### config.mk
export PLATFORM = sky130hd
export DESIGN_NAME = ddet_ram
export DESIGN_NICKNAME = d
export VERILOG_FILES = /design/src/hdl/ddet_ram.sv
export SDC_FILE = /design/constraint.sdc
export NUM_CORES = 2
export LEC_CHECK = 0
export BUFFER_PORTS_ARGS = -buffer_cell sky130_fd_sc_hd__buf_2
export CORE_ASPECT_RATIO = 0.5
export CORE_MARGIN = 3
export CORE_UTILIZATION = 31
export DETAILED_ROUTE_END_ITERATION = 10
export GPL_TIMING_DRIVEN = 0
export PLACE_DENSITY = 0.46
export SKIP_LAST_GASP = 1
export SLEW_MARGIN = 20
export SYNTH_ARGS = -nofsm -noshare
export SYNTH_HDL_FRONTEND = slang
export SYNTH_SLANG_ARGS = --single-unit
### constraint.sdc
create_clock -name clk_i -period 3.25 [get_ports clk_i]
set_clock_uncertainty 0.2 [all_clocks]
set_input_delay 0.65 -clock clk_i [delete_from_list [all_inputs] [get_ports clk_i]]
set_output_delay 0.65 -clock clk_i [all_outputs]
set_load 0.02 [all_outputs]
### src/hdl/ddet_ram.sv
module ddet_ram #(
  parameter int unsigned WIDTH = 16,
  parameter int unsigned DEPTH = 128,
  parameter int unsigned AW    = 7
) (
  input  logic             clk_i,
  input  logic             we_i,
  input  logic [AW-1:0]    waddr_i,
  input  logic [WIDTH-1:0] wdata_i,
  input  logic [AW-1:0]    raddr_i,
  output logic [WIDTH-1:0] rdata_o
);

  logic [WIDTH-1:0] mem_q [DEPTH];
  logic [WIDTH-1:0] rdata_q;

  // one write port, one registered read port
  always_ff @(posedge clk_i) begin
    if (we_i) begin
      mem_q[waddr_i] <= wdata_i;
    end
    rdata_q <= mem_q[raddr_i];
  end

  assign rdata_o = rdata_q;

endmodule

==> results.py <==
metrics = {
    "yosys": {
        "postSynthAreaPerCell_sq_um": 25.4,
        "synth_top_cell_by_area": "edfxtp_1",
        "synth-edff-count": 2048,
        "synth_cells": 3086,
        "synth_xor_xnor_area_share": 0,
        "synthTopCellsByCount": "edfxtp_1, mux4_2, nor2_1, clkbuf_1, buf_2",
        "synth_top_family_by_area": "multiplexers",
        "ys_seq_area_frac": 0.787,
        "synth_top_area_frac": 0.783,
        "ys.flop_type": "edfxtp_1",
        "synth_warnings": 0,
        "ys_ff_latch": 2064,
        "syn_area_sq_um": 78500,
        "yosysMostFrequentCell": "edfxtp_1",
        "synthArstFlopShare": 0,
        "syn-num-nets": 3118,
        "synth.area.top_cells": "edfxtp_1, mux4_2, nor2_1",
        "synth_compound_area_frac": 0,
        "synthMuxAreaShare": 0.195,
        "synthAdderAreaFrac": 0,
        "synth.distinct_cells": 17,
        "synth-simple-area-share": 0.00888,
    },
    "sta": {
        "final-max-slew-violation-count": 0,
        "slew_headroom": 0.293,
        "hold_viol_final": 0,
        "setup_slack_ps": -6.49,
        "timing.fmax_mhz": 307,
        "post-route-period-util": 1.00,
        "setup-violations-final": 1,
        "rsz0062_at_grt": "yes",
        "tns_ps": -6.49,
        "worst-slew-pin-transition_ps": 1060,
        "timing.final.crit_period_ps": 3260,
    },
    "setup_path": {
        "worst-path-buf-inv": 4,
        "path_cells": "clkbuf_4 -> clkbuf_4 -> buf_16 -> buf_2 -> mux4_2 -> mux4_2 -> mux4_2 -> mux2_2",
        "slowest_delay_ps": 580,
        "crit_family": "multiplexers",
        "arrival_ps": 3770,
        "r2r-start": "mem_q[5][1]$_DFFE_PP_",
        "reg2reg_slack_ps": 390,
        "rr_worst_depth": 4,
        "crit_type": "in -> reg",
        "rr_endpoint": "rdata_o[1]$_DFF_P_",
        "critPathCaptureType": "flip-flop",
        "cpMaxStageDelayCell": "mux4_2",
        "critPathLaunchType": "input pin",
        "worst-path-max-fanout": 10,
        "crit_top_cell": "mux4_2",
        "worstPathRequired_ps": 3760,
    },
    "route": {
        "finalWirelength_mm": 225,
        "wl_per_cell_microns": 32.3,
        "avgViaCountPerCell": 5.14,
        "vias": 35900,
        "drtPass1Iterations": 5,
        "ant_nets": 0,
        "drt_iter0_drc": 4203,
        "drcViolationCount": 0,
    },
    "clocking": {
        "clock_latency_ps": 850,
        "cts_setup_buffers": 0,
        "cts.clk_slew.worst_paths_ps": 60,
        "numCtsBuffers": 204,
        "cts.sinks": 2064,
        "cts_root_buf": "clkbuf_16",
        "clock_path_buffers": 4,
        "cts_htree_levels": 4,
        "cts_tree": "yes",
    },
    "power": {
        "p_comb_frac": 0.059,
        "power.total_w": 0.0558,
        "pwr-share-clk": 0.413,
        "powerDensity_nw_per_um2": 604,
        "p_int_w": 0.0436,
        "ir_drop_mv": 0.436,
        "p_sw_frac": 0.218,
        "switchingPower_w": 0.0121,
        "power.leakage_nw": 28.1,
        "power_frac_seq": 0.528,
    },
    "status": {
        "status": "finished with violations",
        "failed_checks": "negative setup slack",
    },
    "grt": {
        "met1_usage": 0.245,
        "grt_use_met2": 0.276,
        "grt_pass1_wl_mm": 311,
        "top_usage_layer": "met2",
        "grtUsageMet3": 0.0328,
        "antenna_found_initial": 25,
        "grt_overflow": 0,
        "grt_pass1_vias": 37200,
        "track_usage": 0.172,
        "grt_max_degree": 93,
    },
    "die": {
        "die_area_sq_um": 260000,
        "fp.dieH_microns": 362,
        "rows": 129,
        "die-width_microns": 718,
        "initial_core_util": 0.315,
        "core-area_sq_um": 250000,
        "boundaryPins": 48,
    },
    "layout": {
        "area_growth_syn_to_layout_pct": 17.6,
        "fillers": 22500,
        "drive_gt1_frac": 0.383,
        "nets": 3507,
        "finalNonFillerCells": 6986,
    },
    "place": {
        "dp_hpwl_mm": 156,
        "place.gp.congestion": 0.812,
        "portBuffers": 37,
        "dp_cells": 6602,
    },
    "min_path": {
        "min_path_cells": 1,
        "min_from": "wdata_i[2]",
        "hold_end": "mem_q[28][2]$_DFFE_PP_",
        "worst_hold_path_type": "in -> reg",
    },
    "flow_run": {
        "cap_violations": 0,
    },
}
-- worst reg2reg max path, delay by kind of cell (launching register included) --
family / cells / cell delay (ps)
DFF: 1 / 370
muxes: 4 / 2170
-- how the worst max path moves through the flow --
stage / to / cells after the start / from
floorplan: rdata_o[0]$_DFF_P_ / 7 / raddr_i[0]
global placement: rdata_o[15]$_DFF_P_ / 7 / raddr_i[2]
detailed placement: rdata_o[4]$_DFF_P_ / 7 / raddr_i[2]
CTS: rdata_o[10]$_DFF_P_ / 7 / raddr_i[0]
global route: rdata_o[11]$_DFF_P_ / 7 / raddr_i[0]
finish: rdata_o[3]$_DFF_P_ / 8 / raddr_i[2]
-- per-stage QoR --
stage	util	area, sq um	hold slack (ps)	setup WS, ps
6_report	0.370	92300	41.8	-6.49
4_1_cts	0.370	92300	2.58	-10.9
3_5_place_dp	0.343	85600	861	-1800
2_1_floorplan	-	78600	549	7.94
3_3_place_gp	0.332	83000	869	-2630
5_1_grt	0.370	92300	30.7	-17.1
-- what timing repair did --
item	in CTS	in global routing
hold buffers	7	0
cloned	0	0
hold endpoints to repair	80	0
endpoints found under the setup margin	16	15
resized for setup	74	13
-- sequential cells by signal, indices dropped and copies added, names as in the netlist --
register / cells
rdata_o: 16
mem_q: 2048
-- per-layer routing --
layer	routed length [microns]	part of all wire
met4	5070	0.022
met2	106000	0.47
met3	15100	0.067
met5	13	0.000058
met1	98700	0.44
-- layout by cell type (no fill, tap or decap) --
master / synthesis / routed
mux2_2: 16 / 16
clkbuf_1: 82 / 66
or3_1: 1 / 1
buf_12: 0 / 3
nor2_4: 0 / 28
dfxtp_1: 16 / 16
buf_8: 0 / 33
buf_2: 52 / 42
buf_16: 0 / 27
inv_6: 0 / 1
clkinv_2: 0 / 40
buf_1: 28 / 6
edfxtp_1: 2048 / 2048
mux4_2: 672 / 672
nor3_2: 0 / 9
diode_2: 0 / 10
clkinvlp_4: 0 / 4
nand3_1: 12 / 12
dlygate4sd3_1: 0 / 7
nand2_1: 14 / 14
clkbuf_8: 0 / 2
clkbuf_2: 0 / 45
nand2b_1: 2 / 2
buf_4: 1 / 52
clkinv_4: 0 / 1
clkinv_1: 0 / 57
nor2_1: 122 / 3
nand4_1: 3 / 3
nor2_2: 0 / 91
clkbuf_4: 0 / 11
buf_6: 1 / 91
nor2b_1: 7 / 7
clkbuf_16: 0 / 209
bufinv_16: 0 / 17
-- cell type report --
cell class,instances,area [sq um],share of cell area
buffer,164,1020,0.0110
timing repair buffer,183,2440,0.0264
multi-input combinational,858,16500,0.179
sequential,2064,61800,0.670
tap,3340,4180,0.0453
clock inverter,120,972,0.0105
clock buffer,247,5370,0.0582
antenna,10,25.0,0.000271
-- cells by family after synthesis --
kind of cell / Yosys count
buffers and inverters: 164
muxes: 688
DFF: 2064
and+or+nand+nor: 170
-- power groups by stage --
| stage | clock, W | sequential, W | combinational [W] |
|---|---|---|---|
| finish | 0.0230 | 0.0294 | 0.00331 |
| CTS | 0.0236 | 0.0294 | 0.00337 |
| global placement | 0 | 0.0301 | 0.00312 |
| floorplan | 0 | 0.0300 | 0.00144 |
| global route | 0.0246 | 0.0294 | 0.00345 |
| detailed placement | 0 | 0.0300 | 0.00333 |
Power figures use the tool's default switching activity.
